==> src/rtl/core/mvm_pkg.sv <==
`timescale 1ns / 1ps
`default_nettype none
// ----------------------------------------------------------------------------
// mvm_pkg
// Shared types and constants of the multi-voice sample mixer.
// ----------------------------------------------------------------------------
package mvm_pkg;

    localparam int VOICE_COUNT_DEF = 16;
    localparam int SOUND_COUNT_DEF = 7;
    localparam int MAX_FRAMES_DEF  = 16384;

    localparam int GAIN_W = 20;
    localparam logic [GAIN_W-1:0] GAIN_RESET = 20'd655360;
    localparam logic [GAIN_W-1:0] GAIN_STEP  = 20'd256;
    localparam logic [3:0] VOL_MAX = 4'd10;
    localparam logic [6:0] FADE_LEN = 7'd96;

    // ceil(2^17 / 3): exact quotient for dividends below 2^17.
    localparam logic [32:0] RECIP3 = 33'd43691;
    // ceil(2^35 / 10): exact quotient for dividends below 2^32.
    localparam logic [31:0] RECIP10 = 32'hCCCCCCCD;

    typedef enum logic [1:0] {
        OP_LOAD    = 2'd0,
        OP_LENGTH  = 2'd1,
        OP_TRIGGER = 2'd2,
        OP_FRAME   = 2'd3
    } op_t;

    // Commands from the controller to the datapath.
    typedef struct packed {
        logic accept;
        logic issue;
        logic mul;
        logic div;
        logic sat;
    } cmd_t;

endpackage

`default_nettype wire

==> src/rtl/core/mvm_ctrl.sv <==
`timescale 1ns / 1ps
`default_nettype none
// ----------------------------------------------------------------------------
// mvm_ctrl
// Sequencer: walks the voices for an output frame, then the scaling steps.
// ----------------------------------------------------------------------------
module mvm_ctrl #(
    parameter int VOICE_COUNT = mvm_pkg::VOICE_COUNT_DEF,
    localparam int IW = (VOICE_COUNT > 1) ? $clog2(VOICE_COUNT) : 1
) (
    input  wire logic          clk,
    input  wire logic          rst_n,
    input  wire logic          start,
    input  wire logic [1:0]    op,
    output logic               busy,
    output logic               done,
    output logic [IW-1:0]      voice_idx,
    output mvm_pkg::cmd_t      cmd
);

    typedef enum logic [2:0] {
        ST_IDLE,
        ST_VOICE,
        ST_DRAIN,
        ST_MUL,
        ST_DIV,
        ST_SAT
    } state_t;

    localparam logic [IW-1:0] LAST_VOICE = IW'(VOICE_COUNT - 1);

    state_t        state_reg;
    logic [IW-1:0] idx_reg;
    logic [1:0]    drain_reg;
    logic          done_reg;
    logic          accept;

    assign accept = start && (state_reg == ST_IDLE);

    always_ff @(posedge clk or negedge rst_n)
    begin
        if (!rst_n)
        begin
            state_reg <= ST_IDLE;
            idx_reg   <= '0;
            drain_reg <= '0;
            done_reg  <= 1'b0;
        end
        else
        begin
            done_reg <= (state_reg == ST_SAT);
            case (state_reg)
                ST_IDLE:
                begin
                    if (accept && (op == mvm_pkg::OP_FRAME))
                    begin
                        state_reg <= ST_VOICE;
                        idx_reg   <= '0;
                    end
                end
                ST_VOICE:
                begin
                    if (idx_reg == LAST_VOICE)
                    begin
                        state_reg <= ST_DRAIN;
                        drain_reg <= '0;
                    end
                    else
                    begin
                        idx_reg <= idx_reg + 1'b1;
                    end
                end
                ST_DRAIN:
                begin
                    // The last voice passes the fade registers into the accumulator.
                    if (drain_reg == 2'd2)
                        state_reg <= ST_MUL;
                    drain_reg <= drain_reg + 1'b1;
                end
                ST_MUL:  state_reg <= ST_DIV;
                ST_DIV:  state_reg <= ST_SAT;
                ST_SAT:  state_reg <= ST_IDLE;
                default: state_reg <= ST_IDLE;
            endcase
        end
    end

    assign busy       = (state_reg != ST_IDLE);
    assign done       = done_reg;
    assign voice_idx  = idx_reg;
    assign cmd.accept = accept;
    assign cmd.issue  = (state_reg == ST_VOICE);
    assign cmd.mul    = (state_reg == ST_MUL);
    assign cmd.div    = (state_reg == ST_DIV);
    assign cmd.sat    = (state_reg == ST_SAT);

endmodule

`default_nettype wire

==> config.mk <==
export PLATFORM = sky130hd
export DESIGN_NAME = mvm_ctrl
export DESIGN_NICKNAME = d
export VERILOG_FILES = /design/src/rtl/core/mvm_pkg.sv /design/src/rtl/core/mvm_ctrl.sv
export SDC_FILE = /design/constraint.sdc
export NUM_CORES = 1
export LEC_CHECK = 0
export ABC_AREA = 1
export BUFFER_PORTS_ARGS = -buffer_cell sky130_fd_sc_hd__buf_2
export CAP_MARGIN = 25
export CORE_ASPECT_RATIO = 0.6
export CORE_MARGIN = 2
export CORE_UTILIZATION = 26
export CTS_BUF_LIST = sky130_fd_sc_hd__clkbuf_16
export CTS_CLUSTER_DIAMETER = 50
export DETAILED_ROUTE_END_ITERATION = 10
export PLACE_DENSITY = 0.58
export SLEW_MARGIN = 40
export SYNTH_ARGS = -nofsm -noshare
export SYNTH_HDL_FRONTEND = slang
export SYNTH_SLANG_ARGS = --single-unit
==> constraint.sdc <==
create_clock -name clk -period 1.2 [get_ports clk]
set_input_delay 0.24 -clock clk [delete_from_list [all_inputs] [get_ports clk]]
set_output_delay 0.24 -clock clk [all_outputs]
set_load 0.02 [all_outputs]
==> out/metrics.yaml, run 1 <==
cts.sinks: 10
grt_pass1_vias: 474
numPortBuffers: 15
drtIter0Drc: 5
cap_violations: 0
max_slew.worst_pin.slew_ns: 0.2465
synth_top_cell_by_area: "dfrtp_1"
grt_antenna_before_repair: 0
hold_ws_ns: 0.3910
total_power_mw: 2.168
nNetsFinal: 108
ir_drop_mv: 0.8201
min_path_type: "in2async"
rows: 13
synth_cell_types: 21
vias: 561
die_area_um2: 2603
grt_usage_pct: 13.05
drive_gt1_share_pct: 58.00
grt_max_degree: 11
syn_area_um2: 571.8
area_growth_pct: 73.30
remaining_drc_errors: 0
grt_pass1_wl_um: 2235
ys_seq_area_share_pct: 43.76
diodes: 0
numCtsBuffers: 3
tns_ns: -0.7773
root_buffer: "clkbuf_16"
synth_area_leaders: "dfrtp_1 44%, nand2_1 8.5%, nand3_1 7.0%"
setup_viol: 10
place_ws_ns: -0.02108
start_util_pct: 27.04
drv_slew: 0
crit_path_end_kind: "output pin"
cts-htree-levels: 1
multi_input_area_um2: 351.6
grt_overflow: 0
startpoint: "state_reg[1]"
finalCriticalPeriod_ns: 1.341
synth_nets: 76
crit_buf_inv: 2
wire_per_inst_um: 11.59
ios: 16
netlist_instances: 69
final_area_um2: 991.0
ys_ff_latch: 10
total_leakage_power_nw: 0.4832
critical-path-top-delay-family: "flip-flops"
cp_max_fo: 4
hpwl_um: 1027
clockBufferDepth: 2
gp_congestion: 0.7362
slew_headroom_pct: 83.57
coreArea_um2: 2115
largest_reg_flops: 4
critical_path_required_ns: 0.96
place_area_um2: 729.5
startpoint_type: "flip-flop"
synth_top_area_share_pct: 43.76
rsz0062_at_grt: "true"
reg2reg_from: "state_reg[1]"
setup_slack_ns: -0.1406
period_share_pct: 111.7
stdcell_count: 130
utilization_pct: 46.86
drt-vias-per-instance: 4.315
cp_slowest_cell: "dfrtp_2"
path_class: "reg2out"
cp.arrival_ns: 1.10
seq_area_um2: 256.5
postSynthAreaPerCell_um2: 8.287
ant_nets: 0
violations: "negative setup slack"
die_x_um: 64.54
path_cells: "inv_4 > nand2_4 > nor2_4 > buf_6"
placed_cells: 118
cts_tree: "built"
finClkSkew_ns: 0.002246
crit_path_max_incr_delay_ns: 0.46
outcome: "finished, violations left"
fill_cells: 207
die_h_um: 40.33
yosysWarningCount: 0
hold_violations: 0
max_freq_mhz: 745.9
firstDrtPassIters: 4
clk_latency_ns: 0.24
clk_pin_slew_worst_paths_ns: 0.04
cellPowerDensity_nw_per_um2: 2188
routed_wl_um: 1507
## logic make-up after synthesis
family	Yosys count	share of synthesized area (%)
adders and majority gates	2	4.376
buffers and inverters	10	7.223
and+or+nand+nor	41	39.39
DFF	10	43.76
AOI/OAI and AO/OA	6	5.250
## area by class of cell
type	instances	area share, %
Clock buffer	3	7.576
Tap cell	30	3.788
Multi-Input combinational cell	49	35.48
Clock inverter	1	0.3788
Inverter	9	3.914
Sequential cell	10	25.88
Timing Repair Buffer	28	22.98
## placed cells by master (no fill, tap or decap), types with 2 or more instances in the layout
cell type	count
buf_2	6
buf_4	13
buf_6	8
clkbuf_16	3
dfrtp_1	5
dfrtp_2	5
inv_1	6
inv_4	2
nand2_1	13
nand2_2	2
nand3_1	4
nand3_2	5
nor2_1	2
nor2_2	3
nor2_4	2
nor3_2	2
o21ai_0	2
o21ai_1	3
## worst paths after layout
path,endpoint,slack (ns),cells after the start
worst max-delay path,cmd[0],-0.14,4
worst min-delay path,state_reg[2],0.39,2
worst max register to register,voice_idx[0],-0.05,7
worst min register to register,drain_reg[0],0.51,1
max in group asynchronous,voice_idx[0],0.59,2
min in group clk,state_reg[0],0.50,5
## synthesized netlist by cell type
cell	count
a21oi_1	1
buf_4	1
dfrtp_1	10
ha_1	2
inv_1	7
inv_2	2
nand2_1	13
nand2_2	3
nand2_4	1
nand3_1	8
nand3_2	2
nand4_1	1
nor2_1	7
nor2_8	1
nor3_1	1
nor3_2	1
o21ai_0	4
o21ai_1	1
or2_0	1
or2_1	1
or2_2	1
## routing by layer
layer  vias up  GRT usage (%)  wire [um]
met5         -              0          0
met4         0          6.383         10
met3         2          7.303        102
met2        15          19.01        714
met1       262          15.80        679
li1        282              -          -
## repair_timing
| item | CTS | global route |
|---|---|---|
| hold buffers | 1 | 0 |
| resized for setup | 17 | 21 |
| pin swaps | 2 | 3 |
| endpoints found under the setup margin | 10 | 16 |
| endpoints found under the hold margin | 10 | 0 |
| setup buffers | 5 | 2 |
## where the power goes
group | internal (mW) | switching (mW)
registers | 0.419 | 0.0825
logic | 0.516 | 0.541
clock network | 0.438 | 0.171
Note: power is estimated with default switching activity, not from simulation.
==> run 2, diff against run 1 <==
Settings changed: CELL_PAD_IN_SITES_DETAIL_PLACEMENT set to 1, CELL_PAD_IN_SITES_GLOBAL_PLACEMENT set to 2, CORE_UTILIZATION 26 to 25, PLACE_DENSITY 0.58 to 0.82.
==> out/metrics.yaml, run 2 (synthesis results as in run 1) <==
setup_slack_ns: -0.1555
drtIter0Drc: 23
utilization_pct: 44.42
grt_max_degree: 11
die_area_um2: 2698
crit_path_max_incr_delay_ns: 0.44
critical_path_required_ns: 0.96
cts_tree: "built"
grt_pass1_vias: 513
grt_pass1_wl_um: 2539
violations: "negative setup slack"
nNetsFinal: 107
cts-htree-levels: 1
drv_slew: 0
die_x_um: 65.74
grt_antenna_before_repair: 0
gr-usage-met3_pct: 4.945
remaining_drc_errors: 0
area_growth_pct: 68.05
cellPowerDensity_nw_per_um2: 2264
ios: 16
total_power_mw: 2.175
wire_per_inst_um: 13.43
coreArea_um2: 2163
setup_viol: 10
cts.sinks: 10
grtUsageMet1_pct: 16.88
met2_usage_pct: 22.47
vias: 571
numPortBuffers: 15
min_path_type: "in2async"
slew_headroom_pct: 83.05
cap_violations: 0
hold_violations: 0
grt_usage_pct: 13.43
ant_nets: 0
start_util_pct: 26.43
cp_max_fo: 4
outcome: "finished, violations left"
final_cell_mix: "13 x buf_4, 9 x nand2_1, 7 x nand3_1, 7 x buf_2"
firstDrtPassIters: 4
path_cells: "inv_2 > nand2_4 > nor2_8 > buf_6"
drt-vias-per-instance: 4.426
finalCriticalPeriod_ns: 1.355
ir_drop_mv: 0.7644
root_buffer: "clkbuf_16"
largest_reg_flops: 4
routed_wl_um: 1733
rows: 13
max_slew.worst_pin.slew_ns: 0.2543
cp.arrival_ns: 1.12
clockBufferDepth: 2
numCtsBuffers: 3
clk_latency_ns: 0.24
rsz0062_at_grt: "true"
diodes: 0
die_h_um: 41.05
period_share_pct: 113.0
total_leakage_power_nw: 0.4802
gp_congestion: 0.7205
crit_path_end_kind: "output pin"
top_usage_layer: "met2"
max_freq_mhz: 737.7
startpoint_type: "flip-flop"
cp_slowest_cell: "dfrtp_2"
grt_overflow: 0
path_class: "reg2out"
drive_gt1_share_pct: 57.58
hpwl_um: 1207
final_common_cell: "buf_4"
r2r_setup_slack_ns: -0.08
finClkSkew_ns: 0.001191
clk_pin_slew_worst_paths_ns: 0.04
## run 2: final timing paths
kind                       depth (start not counted)         start            to
hold / removal                                     2         rst_n          done
min in group clk                                   1  drain_reg[0]  drain_reg[0]
setup / recovery                                   4  state_reg[1]        cmd[3]
hold reg to reg                                    1  drain_reg[0]  drain_reg[0]
max in group asynchronous                          2         rst_n  state_reg[0]
setup reg to reg                                   8  state_reg[0]  voice_idx[0]
## run 2: critical path: cells and delay by family (launching register included)
family                 cells  cell delay [ns]
flip-flops                 1             0.44
AND/OR/NAND/NOR            2             0.21
buffers and inverters      2             0.23
## run 2: metal layers
layer / up-vias / wire [um] / part of all wire (%)
met5: - / 0 / 0
met4: 0 / 4 / 0.23
met3: 2 / 84 / 4.8
met2: 13 / 815 / 47
met1: 273 / 829 / 48
li1: 283 / - / -
## run 2: through the flow
step                hold WS (ns)  setup WS (ns)  std cells  cell area (um^2)  TNS (ns)
floorplan               -0.05559       0.004755         69             586.8         0
CTS                       0.4098        -0.1590        127             912.1   -0.8587
detailed placement        0.1219       -0.02597        119             737.0  -0.07083
global route              0.4647        -0.1971        129             960.9    -1.759
global placement          0.1196        0.01495        119             737.0         0
finish                    0.4555        -0.1555        129             960.9    -1.095
## run 2: where the power goes
group,internal [mW],switching (mW)
Combinational,0.489,0.572
Sequential,0.422,0.0926
Clock,0.437,0.161
Total,1.35,0.826
## run 2: final cells by class
type	instances	area, um^2
inverters	9	33.78
repair buffers	27	210.2
well taps	30	37.54
clock buffers	3	75.07
fillers	256	1202
multi-input cells	49	344.1
clock inverters	1	3.754
flip-flops and latches	10	256.5
## run 2: repair_timing
| item | 4_1_cts | 5_1_grt |
|---|---|---|
| hold buffers | 1 | 0 |
| resized for setup | 23 | 11 |
| pin swaps | 6 | 2 |
| buffers inserted | 3 | 2 |
| endpoints found under the hold margin | 10 | 0 |
| setup endpoints to repair | 11 | 16 |
==> run 3, diff against run 2 <==
Settings changed: SETUP_SLACK_MARGIN set to 0.1.
==> out/metrics.yaml, run 3 (synthesis results as in run 1) <==
clockBufferDepth: 2
wire_per_inst_um: 14.39
cp.arrival_ns: 1.11
drt-vias-per-instance: 4.596
place_area_um2: 755.7
ios: 16
grt_max_degree: 11
outcome: "finished, violations left"
remaining_drc_errors: 0
path_cells: "inv_4 > nand2_2 > nor2_2 > buf_6"
finalCriticalPeriod_ns: 1.350
grt_antenna_before_repair: 0
fill_cells: 247
diodes: 0
cap_violations: 0
ant_nets: 0
grt_pass1_wl_um: 2918
root_buffer: "clkbuf_16"
crit_path_max_incr_delay_ns: 0.45
cp_slowest_cell: "dfrtp_2"
hold_ws_ns: 0.4462
clk_pin_slew_worst_paths_ns: 0.04
start_util_pct: 26.43
drive_gt1_share_pct: 66.04
slew_headroom_pct: 82.45
place_ws_ns: -0.02063
path_depth: 4
crit_buf_inv: 2
firstDrtPassIters: 4
hold_violations: 0
r2r-end: "voice_idx[0]"
drtIter0Drc: 19
violations: "negative setup slack"
final_area_um2: 1104
max_freq_mhz: 741.0
numPortBuffers: 15
coreArea_um2: 2163
setup_slack_ns: -0.1495
grt_pass1_vias: 614
crit_path_end_kind: "output pin"
period_share_pct: 112.5
total_leakage_power_nw: 0.5235
final_cell_mix: "15 x buf_4, 13 x buf_6, 9 x nand2_1"
critical-path-top-delay-family: "flip-flops"
numCtsBuffers: 3
cts_tree: "built"
max_slew.worst_pin.slew_ns: 0.2605
vias: 625
final_common_cell: "buf_4"
grt_usage_pct: 16.09
die_area_um2: 2698
cts-htree-levels: 1
clk_latency_ns: 0.23
min_path_type: "in2async"
routed_wl_um: 1957
rows: 13
cts.sinks: 10
seq_area_um2: 259.0
largest_reg_flops: 4
r2r_setup_slack_ns: -0.09
setup_viol: 11
die_x_um: 65.74
gp_congestion: 0.7382
startpoint_type: "flip-flop"
worstRegToRegCells: 7
cp_max_fo: 6
finClkSkew_ns: 0.001072
ir_drop_mv: 0.7305
cellPowerDensity_nw_per_um2: 2205
area_growth_pct: 93.00
grt_overflow: 0
rsz0062_at_grt: "true"
die_h_um: 41.05
hpwl_um: 1281
reg2reg_from: "state_reg[1]"
critical_path_required_ns: 0.96
nNetsFinal: 114
drv_slew: 0
path_class: "reg2out"
multi_input_area_um2: 395.4
## run 3: cell types whose count changed in the layout (fill, tap and decap cells not counted), sizes merged
cell,delta
buf,+7
## run 3: worst max-delay path by stage
| stage | from | endpoint | slack, ns |
|---|---|---|---|
| 2_1_floorplan | state_reg[0] | cmd[4] | 0.04 |
| 3_3_place_gp | state_reg[0] | cmd[4] | 0.04 |
| 3_5_place_dp | state_reg[0] | cmd[2] | -0.02 |
| 4_1_cts | state_reg[0] | cmd[4] | -0.16 |
| 5_1_grt | state_reg[1] | cmd[4] | -0.22 |
| 6_report | state_reg[2] | cmd[4] | -0.15 |
## run 3: power by group
group	internal, mW	switching (mW)
Clock	0.436	0.152
Sequential	0.423	0.105
Combinational	0.668	0.649
Total	1.53	0.906
## run 3: stage by stage
step	utilization [%]	power, mW	TNS (ns)	instances
2_1_floorplan	-	1.065	0	69
3_3_place_gp	34.93	1.316	0	117
3_5_place_dp	34.93	1.341	-0.02063	117
4_1_cts	46.33	2.272	-1.336	132
5_1_grt	51.01	2.581	-1.698	136
6_report	51.01	2.433	-1.011	136
## run 3: final cells by class
type | instances | share of cell area [%]
Clock buffer | 3 | 6.803
Clock inverter | 1 | 0.3401
Inverter | 9 | 3.515
Multi-Input combinational cell | 49 | 35.83
Sequential cell | 10 | 23.47
Tap cell | 30 | 3.401
Timing Repair Buffer | 34 | 26.64
## run 3: per-layer routing
layer	global-route usage [%]	vias to the layer above	wire length [um]
li1	-	298	-
met1	18.85	309	840
met2	26.26	14	999
met3	5.495	4	83
met4	10.42	0	34
met5	0	-	0
## run 3: what timing repair did
| item | CTS | global route |
|---|---|---|
| pin swaps | 2 | 3 |
| setup buffers | 10 | 4 |
| endpoints found under the hold margin | 10 | 0 |
| endpoints found under the setup margin | 17 | 18 |
| gates resized for setup | 26 | 21 |
| hold buffers | 1 | 0 |
| cloned | 0 | 0 |
